`src/hw/rtl/brle_pkg.sv`:
```
package brle_pkg;

  // Token kinds on the result channel
  localparam logic [1:0] KIND_LITERAL = 2'd0;
  localparam logic [1:0] KIND_SKIP    = 2'd1;
  localparam logic [1:0] KIND_REPEAT  = 2'd2;

  // Runs up to this length are gathered as literal bytes
  localparam logic [7:0] LITERAL_RUN_MAX = 8'd2;

  // Largest count that fits the token count field
  localparam int COUNT_MAX = 255;

  // Commands from the controller to the datapath
  typedef struct packed {
    logic take_in;      // latch the input transfer
    logic run_inc;      // extend the open run
    logic run_load;     // open a run with the pending byte
    logic run_dec;      // one byte of the open run moved to the group
    logic run_clear;    // no open run
    logic lit_write;    // append the run byte to the literal group
    logic rd_issue;     // read the group entry at the flush index
    logic emit_lit;     // load one literal result
    logic emit_tok;     // load a skip or repeat result
    logic fill_clear;   // group emptied
    logic stream_last;  // results loaded now may close the image
  } brle_cmd_t;

  // Status from the datapath to the controller
  typedef struct packed {
    logic extend;       // incoming byte continues the open run
    logic run_zero;     // no open run
    logic run_long;     // open run is long enough for a token
    logic group_full;
    logic group_empty;
    logic idx_last;     // flush index is on the last group byte
    logic out_free;     // result register can take a result
    logic pend_last;    // latched byte was the final one
  } brle_sts_t;

endpackage

```
`src/hw/rtl/byte_run_length_encoder_unit.sv`:
```
// Channel   Handshake             Payload
// input     in_valid / in_stall   data_byte, final_byte
// result    out_valid / out_stall token_kind, token_value, token_count,
//                                 element_end, stream_end
//
// A byte that extends the open run is taken without closing it; any other byte,
// and the final byte, closes the run: its bytes move into the literal group one
// at a time, or a long run becomes a token, and a final byte that opens a new
// run closes that one as well. A group is flushed before a token or on a full
// group, one literal result per byte through a single registered read port.
// Reset (rst, synchronous) empties the run and the group; no clearing pass.
// A stalled result holds the sequencer; input is stalled while a run closes.
module byte_run_length_encoder_unit #(
  parameter int LITERAL_GROUP_MAX = 16,
  parameter int RUN_LIMIT = 255
) (
  input  logic       clk,
  input  logic       rst,
  input  logic       in_valid,
  output logic       in_stall,
  input  logic [7:0] data_byte,
  input  logic       final_byte,
  output logic       out_valid,
  input  logic       out_stall,
  output logic [1:0] token_kind,
  output logic [7:0] token_value,
  output logic [7:0] token_count,
  output logic       element_end,
  output logic       stream_end
);
  import brle_pkg::*;

  brle_cmd_t cmd;
  brle_sts_t sts;

  // Sequencer
  brle_ctrl u_ctrl (
    .clk        (clk),
    .rst        (rst),
    .in_valid   (in_valid),
    .in_stall   (in_stall),
    .final_byte (final_byte),
    .sts        (sts),
    .cmd        (cmd)
  );

  // Run, group store and result register
  brle_datapath #(
    .LITERAL_GROUP_MAX (LITERAL_GROUP_MAX),
    .RUN_LIMIT         (RUN_LIMIT)
  ) u_datapath (
    .clk         (clk),
    .rst         (rst),
    .cmd         (cmd),
    .sts         (sts),
    .data_byte   (data_byte),
    .final_byte  (final_byte),
    .out_valid   (out_valid),
    .out_stall   (out_stall),
    .token_kind  (token_kind),
    .token_value (token_value),
    .token_count (token_count),
    .element_end (element_end),
    .stream_end  (stream_end)
  );

endmodule

```
`src/hw/rtl/brle_datapath.sv`:
```
module brle_datapath #(
  parameter int LITERAL_GROUP_MAX = 16,
  parameter int RUN_LIMIT = 255
) (
  input  logic                clk,
  input  logic                rst,
  input  brle_pkg::brle_cmd_t cmd,
  output brle_pkg::brle_sts_t sts,
  input  logic [7:0]          data_byte,
  input  logic                final_byte,
  output logic                out_valid,
  input  logic                out_stall,
  output logic [1:0]          token_kind,
  output logic [7:0]          token_value,
  output logic [7:0]          token_count,
  output logic                element_end,
  output logic                stream_end
);
  import brle_pkg::*;

  localparam int FW = $clog2(LITERAL_GROUP_MAX + 1);
  localparam int IW = $clog2(LITERAL_GROUP_MAX);
  localparam int RUN_CAP = (RUN_LIMIT > COUNT_MAX) ? COUNT_MAX : RUN_LIMIT;

  logic [7:0]    run_byte;
  logic [7:0]    run_length;
  logic [7:0]    pend_byte;
  logic          pend_last;
  logic [FW-1:0] fill;
  logic [IW-1:0] idx;
  logic [7:0]    store [LITERAL_GROUP_MAX];
  logic [7:0]    rd_data;

  // Status towards the controller
  always_comb begin
    sts.extend      = (run_length != 8'd0) && (data_byte == run_byte) &&
                      (run_length < 8'(RUN_CAP));
    sts.run_zero    = (run_length == 8'd0);
    sts.run_long    = (run_length > LITERAL_RUN_MAX);
    sts.group_full  = (fill == FW'(LITERAL_GROUP_MAX));
    sts.group_empty = (fill == '0);
    sts.idx_last    = (FW'(idx) == (fill - FW'(1)));
    sts.out_free    = !out_valid || !out_stall;
    sts.pend_last   = pend_last;
  end

  // Latched input transfer
  always_ff @(posedge clk) begin
    if (cmd.take_in) begin
      pend_byte <= data_byte;
      pend_last <= final_byte;
    end
  end

  // Open run and group bookkeeping
  always_ff @(posedge clk) begin
    if (rst) begin
      run_byte   <= 8'd0;
      run_length <= 8'd0;
      fill       <= '0;
      idx        <= '0;
    end else begin
      if (cmd.run_inc) begin
        run_length <= run_length + 8'd1;
      end else if (cmd.run_load) begin
        run_byte   <= pend_byte;
        run_length <= 8'd1;
      end else if (cmd.run_dec) begin
        run_length <= run_length - 8'd1;
      end else if (cmd.run_clear) begin
        run_byte   <= 8'd0;
        run_length <= 8'd0;
      end
      if (cmd.fill_clear) begin
        fill <= '0;
        idx  <= '0;
      end else begin
        if (cmd.lit_write) begin
          fill <= fill + FW'(1);
        end
        if (cmd.emit_lit) begin
          idx <= idx + IW'(1);
        end
      end
    end
  end

  // Literal group store, registered read
  always_ff @(posedge clk) begin
    if (cmd.lit_write) begin
      store[fill[IW-1:0]] <= run_byte;
    end
    if (cmd.rd_issue) begin
      rd_data <= store[idx];
    end
  end

  // Result register
  always_ff @(posedge clk) begin
    if (rst) begin
      out_valid <= 1'b0;
    end else if (cmd.emit_lit || cmd.emit_tok) begin
      out_valid <= 1'b1;
    end else if (!out_stall) begin
      out_valid <= 1'b0;
    end
  end

  always_ff @(posedge clk) begin
    if (cmd.emit_tok) begin
      token_kind  <= (run_byte == 8'd0) ? KIND_SKIP : KIND_REPEAT;
      token_value <= run_byte;
      token_count <= run_length;
      element_end <= 1'b1;
      stream_end  <= cmd.stream_last;
    end else if (cmd.emit_lit) begin
      token_kind  <= KIND_LITERAL;
      token_value <= rd_data;
      token_count <= 8'(fill);
      element_end <= sts.idx_last;
      stream_end  <= cmd.stream_last && sts.idx_last;
    end
  end

endmodule

```
`src/hw/rtl/brle_ctrl.sv`:
```
module brle_ctrl (
  input  logic                clk,
  input  logic                rst,
  input  logic                in_valid,
  output logic                in_stall,
  input  logic                final_byte,
  input  brle_pkg::brle_sts_t sts,
  output brle_pkg::brle_cmd_t cmd
);
  import brle_pkg::*;

  typedef enum logic [2:0] {
    S_IDLE,
    S_CLOSE,
    S_RD,
    S_LIT,
    S_TOK
  } state_t;

  // Where a group flush carries on
  typedef enum logic [1:0] {
    R_CLOSE,
    R_TOK,
    R_DONE
  } ret_t;

  state_t state, state_next;
  ret_t   ret, ret_next;
  logic   phase, phase_next;   // 1 while closing out the image

  // no transfer is taken while in reset
  assign in_stall = rst || (state != S_IDLE);

  // Sequencing
  always_comb begin
    cmd        = '0;
    state_next = state;
    ret_next   = ret;
    phase_next = phase;
    cmd.stream_last = (ret == R_DONE);
    case (state)
      S_IDLE: begin
        if (in_valid) begin
          cmd.take_in = 1'b1;
          if (sts.extend) begin
            cmd.run_inc = 1'b1;
            if (final_byte) begin
              phase_next = 1'b1;
              state_next = S_CLOSE;
            end
          end else begin
            phase_next = 1'b0;
            state_next = S_CLOSE;
          end
        end
      end
      S_CLOSE: begin
        if (sts.run_zero) begin
          if (!phase) begin
            cmd.run_load = 1'b1;
            if (sts.pend_last) begin
              phase_next = 1'b1;
            end else begin
              state_next = S_IDLE;
            end
          end else if (sts.group_empty) begin
            cmd.run_clear = 1'b1;
            state_next    = S_IDLE;
          end else begin
            ret_next   = R_DONE;
            state_next = S_RD;
          end
        end else if (sts.run_long) begin
          if (sts.group_empty) begin
            state_next = S_TOK;
          end else begin
            ret_next   = R_TOK;
            state_next = S_RD;
          end
        end else if (sts.group_full) begin
          ret_next   = R_CLOSE;
          state_next = S_RD;
        end else begin
          cmd.lit_write = 1'b1;
          cmd.run_dec   = 1'b1;
        end
      end
      S_RD: begin
        cmd.rd_issue = 1'b1;
        state_next   = S_LIT;
      end
      S_LIT: begin
        if (sts.out_free) begin
          cmd.emit_lit = 1'b1;
          if (sts.idx_last) begin
            cmd.fill_clear = 1'b1;
            case (ret)
              R_CLOSE: state_next = S_CLOSE;
              R_TOK:   state_next = S_TOK;
              default: begin
                cmd.run_clear = 1'b1;
                state_next    = S_IDLE;
              end
            endcase
          end else begin
            state_next = S_RD;
          end
        end
      end
      S_TOK: begin
        cmd.stream_last = phase;
        if (sts.out_free) begin
          cmd.emit_tok  = 1'b1;
          cmd.run_clear = 1'b1;
          state_next    = S_CLOSE;
        end
      end
      default: begin
        state_next = S_IDLE;
      end
    endcase
  end

  always_ff @(posedge clk) begin
    if (rst) begin
      state <= S_IDLE;
      ret   <= R_DONE;
      phase <= 1'b0;
    end else begin
      state <= state_next;
      ret   <= ret_next;
      phase <= phase_next;
    end
  end

  // Results are loaded only into a free result register
  a_emit_free: assert property (@(posedge clk) disable iff (rst)
    (cmd.emit_lit || cmd.emit_tok) |-> sts.out_free)
    else $error("result loaded over a waiting result");

  // Group never overfills
  a_no_overfill: assert property (@(posedge clk) disable iff (rst)
    cmd.lit_write |-> !sts.group_full)
    else $error("literal written into a full group");

  // Tokens only for long runs, and only once the group is out
  a_tok_long: assert property (@(posedge clk) disable iff (rst)
    cmd.emit_tok |-> (sts.run_long && sts.group_empty))
    else $error("token issued for a short run or with a pending group");

  // A literal result always comes from a non-empty group
  a_lit_group: assert property (@(posedge clk) disable iff (rst)
    cmd.emit_lit |-> !sts.group_empty)
    else $error("literal issued from an empty group");

  // Back in idle after an image, nothing is left open
  a_image_done: assert property (@(posedge clk) disable iff (rst)
    (state == S_LIT && cmd.emit_lit && sts.idx_last && ret == R_DONE)
      |=> (sts.run_zero && sts.group_empty))
    else $error("state left over after the final byte");

endmodule

```
`config.mk`:
```
export PLATFORM = sky130hd
export DESIGN_NAME = byte_run_length_encoder_unit
export DESIGN_NICKNAME = d
export VERILOG_FILES = /design/src/hw/rtl/brle_pkg.sv /design/src/hw/rtl/byte_run_length_encoder_unit.sv /design/src/hw/rtl/brle_datapath.sv /design/src/hw/rtl/brle_ctrl.sv
export SDC_FILE = /design/constraint.sdc
export NUM_CORES = 1
export LEC_CHECK = 0
export ABC_AREA = 1
export BUFFER_PORTS_ARGS = -buffer_cell sky130_fd_sc_hd__buf_4
export CELL_PAD_IN_SITES_DETAIL_PLACEMENT = 1
export CELL_PAD_IN_SITES_GLOBAL_PLACEMENT = 2
export CORE_MARGIN = 2
export CORE_UTILIZATION = 41
export DETAILED_ROUTE_END_ITERATION = 12
export PLACE_DENSITY_LB_ADDON = 0.15
export SLEW_MARGIN = 15
export SYNTH_ARGS = -nofsm -noshare
export SYNTH_HDL_FRONTEND = slang
export SYNTH_SLANG_ARGS = --single-unit
```
`constraint.sdc`:
```
create_clock -name clk -period 2.8 [get_ports clk]
set_input_delay 0.7 -clock clk [delete_from_list [all_inputs] [get_ports clk]]
set_output_delay 0.7 -clock clk [all_outputs]
set_load 0.02 [all_outputs]
```
==> parameters.txt <==
Parameter                              Value

Status
  Status    finished clean

Hold path
  Critical hold path startpoint    final_byte
  Kind of path behind the tightest hold check    input port to register

Run
  Maxcap violations    0

Floorplanning
  Die Outline Area    21940 um2
  Site Rows    52
  Core outline area    20300 um2
  Boundary Pins    35
  DIE HEIGHT    148.1 um
  Initial cell density of the core    41.96%
  Horizontal die dimension    148.1 um

STA
  Number of hold violations in the final report    0
  Pin slew with the least headroom to its limit    0.6905 ns
  Slew Limit Fails    0
  Share of the clock period used by the worst path after layout    82.68%
  Setup violation total in the final timing report    0
  Post-route minimum period    2.315 ns
  Worst clock skew    0.01339 ns
  Relative slew slack    53.79%
  RSZ-0062 raised after global routing    no
  Max Fclk    432.0 MHz
  Setup Total Neg Slack    0 ns

Global route
  Number of global-route vias before repair    6400
  Grt total ovfl    0
  First-pass GRT wire length    36.37 mm
  Total global routing track utilization    22.06%
  Maximum number of pins on one net before global-route repair    67
  Antenna violations before repair    0

Worst setup path
  Worst setup path start    u_datapath.run_length[1]$_SDFFE_PP0P_
  Critical path data arrival time    2.51 ns
  Critical Path Source Type    register
  Highest fanout seen on the critical path    13
  R2r startpoint    u_datapath.run_length[1]$_SDFFE_PP0P_
  Required time at the endpoint of the critical path    2.99 ns
  Critical path capture point type    register
  Type of the worst setup path    register to register

Synth
  Cells after synthesis    784
  Predominant post-synthesis flop cell    sky130_fd_sc_hd__edfxtp_1
  Yosys warning count    0
  Number of distinct library cells after synthesis    35
  Synth Net Count    805
  Post-synth EDFFs    164
  Average cell area after synthesis    10.86 um2
  Number of storage elements in the synthesis netlist    197
  Sequential area share after synthesis    65.58%
  Summed instance area of the synthesized netlist    8517 um2
  FFs w/ async S/R, synth    0%

Place
  Weighted congestion reported at the end of routability-driven placement    0.8001
  Count of input and output buffers    34
  Post-DP HPWL    15.93 mm

Power and ir drop
  Total power    8.308 mW
  P per Cell Area    844.7 nW/um2
  Worst IR drop on VDD    439.2 uV
  Static leakage    3.651 nW

Drt
  DRC marker count from the first detailed-route iteration    541
  Routed vias    6086
  Detailed-route DRC error count    0
  Post-route antenna net violation count    0
  Total routed wirelength    23.11 mm
  Initial DRT Pass Iterations    4
  Drt via density    5.419
  WL/cell    20.58 um

Final layout
  ANT cells    0
  Final #Nets    861
  Area growth from synthesis to final layout    15.48%
  Share of final-layout standard cells stronger than drive strength 1    16.41%

Clocking
  TritonCTS clock tree    built
  Number of sinks driven by the clock tree    197
  Longest Clk Path Bufs    2
  Worst-skew pair later-pin latency    0.44 ns
  TritonCTS buffer count    17
  Clock H-tree levels    4
  Post-cts repair resize count    0
  Hold Buf Count CTS    0
  Post-CTS setup buffer count    0
  Clock tree root driver cell    sky130_fd_sc_hd__clkbuf_16
  Post-CTS clock slew at the launch and capture registers of the worst setup and hold paths    0.07 ns
synthesized netlist by cell type, drive strengths merged (2+ instances only):
master	n	area share [%]
inv	51	2.3
o22ai	10	0.73
nand4	16	1.5
edfxtp	164	58
ha	8	1.2
nand3	29	2.1
nor4	2	0.15
nor3	4	0.24
dfxtp	33	7.8
o21ai	86	5.1
xor2	13	1.3
o211ai	11	0.97
o221ai	22	2.3
a21oi	22	1.3
clkbuf	26	1.1
nor2	142	7.0
nand2	134	6.3
buf	7	0.53
area by class of cell:
cell class                 count  area [um2]
fill                        2266       10460
sequential                   197        5587
multi-input combinational    503        2595
timing repair buffer          70       550.5
clock buffer                  18       429.2
tap                          270       337.8
inverter                      51       193.9
clock inverter                14       142.6
registers in the layout, summed over array words and instances, names as in the netlist:
| register | flops |
|---|---|
| u_datapath.rd_data | 8 |
| u_datapath.token_count | 8 |
| u_ctrl.state | 3 |
| u_datapath.element_end | 1 |
| u_ctrl.ret | 2 |
| u_datapath.store | 128 |
| u_datapath.token_value | 8 |
| u_datapath.idx | 4 |
| u_datapath.fill | 5 |
| u_datapath.run_length | 8 |
| u_datapath.pend_last | 1 |
| u_datapath.run_byte | 8 |
| u_datapath.out_valid | 1 |
| u_datapath.token_kind | 2 |
| u_datapath.pend_byte | 8 |
| u_ctrl.phase | 1 |
| u_datapath.stream_end | 1 |
routing by layer:
layer  vias up  track usage [%]  wire length [um]
met3        27            3.650               729
met1      3074            31.41             11100
met5         -                0                 0
met2       117            35.09             10890
met4         0            6.571               389
li1       2868                -                 -
through the flow:
step / instance area (um2) / setup slack [ns] / hold slack, ns / instances / util (%)
2_1_floorplan: 8517 / 0.4680 / 0.4521 / 784 / -
3_3_place_gp: 9264 / 0.5645 / 0.4676 / 1091 / 45.64
3_5_place_dp: 9264 / 0.5065 / 0.4958 / 1091 / 45.64
4_1_cts: 9836 / 0.4976 / 0.4368 / 1123 / 48.45
5_1_grt: 9836 / 0.2859 / 0.4343 / 1123 / 48.45
6_report: 9836 / 0.4850 / 0.4499 / 1123 / 48.45
kinds of logic after synthesis:
| logic type | count (synthesis) | share of synthesized area, % |
|---|---|---|
| AOI/OAI and AO/OA | 153 | 10.50 |
| xor gates and xnor gates | 13 | 1.337 |
| adders and majority gates | 8 | 1.175 |
| buffers and inverters | 84 | 3.952 |
| DFF | 197 | 65.58 |
| and+or+nand+nor | 329 | 17.45 |
path summary, 6_finish.rpt:
kind	end	slack, ns	cells after the start
hold reg to reg	u_datapath.token_value[0]$_DFFE_PP_	0.53	2
setup reg to reg	u_datapath.store[13][7]$_DFFE_PP_	0.49	10
hold / removal	u_datapath.pend_last$_DFFE_PP_	0.45	1
setup / recovery	u_datapath.store[13][7]$_DFFE_PP_	0.49	10
report_power, final:
| group | leakage (nW) | total [mW] | internal [mW] | switching (mW) |
|---|---|---|---|---|
| registers | 1.78 | 3.73 | 3.58 | 0.151 |
| logic | 1.60 | 2.18 | 0.648 | 1.53 |
| clock network | 0.274 | 2.40 | 1.25 | 1.15 |
| total | 3.65 | 8.31 | 5.48 | 2.83 |
worst max-delay path, stage by stage, from the launching register on:
cell                      delay [ns]
sky130_fd_sc_hd__dfxtp_1        0.36
sky130_fd_sc_hd__inv_1          0.20
sky130_fd_sc_hd__ha_1           0.22
sky130_fd_sc_hd__nand2_2        0.07
sky130_fd_sc_hd__nor2_4         0.36
sky130_fd_sc_hd__inv_4          0.12
sky130_fd_sc_hd__nand4_4        0.16
sky130_fd_sc_hd__inv_1          0.11
sky130_fd_sc_hd__nand2_1        0.19
sky130_fd_sc_hd__nor2_1         0.07
sky130_fd_sc_hd__buf_4          0.18
cells in the final DEF, fill, tap and decap left out, types with 3 or more instances in the layout:
master,n
sky130_fd_sc_hd__edfxtp_1,164
sky130_fd_sc_hd__nor2_1,130
sky130_fd_sc_hd__nand2_1,125
sky130_fd_sc_hd__o21ai_0,84
sky130_fd_sc_hd__buf_4,68
sky130_fd_sc_hd__inv_1,41
sky130_fd_sc_hd__dfxtp_1,32
sky130_fd_sc_hd__nand3_1,24
sky130_fd_sc_hd__o221ai_1,22
sky130_fd_sc_hd__a21oi_1,22
sky130_fd_sc_hd__clkbuf_16,17
sky130_fd_sc_hd__nand4_1,14
sky130_fd_sc_hd__xor2_1,13
sky130_fd_sc_hd__o211ai_1,11
sky130_fd_sc_hd__o22ai_1,10
sky130_fd_sc_hd__inv_2,9
sky130_fd_sc_hd__ha_1,8
sky130_fd_sc_hd__nor2_2,7
sky130_fd_sc_hd__nand2_2,7
sky130_fd_sc_hd__nor3_1,4
sky130_fd_sc_hd__nor2_4,4
sky130_fd_sc_hd__nand3_2,4
sky130_fd_sc_hd__inv_6,4
sky130_fd_sc_hd__clkinv_4,3
(Power assumes the default switching activity.)
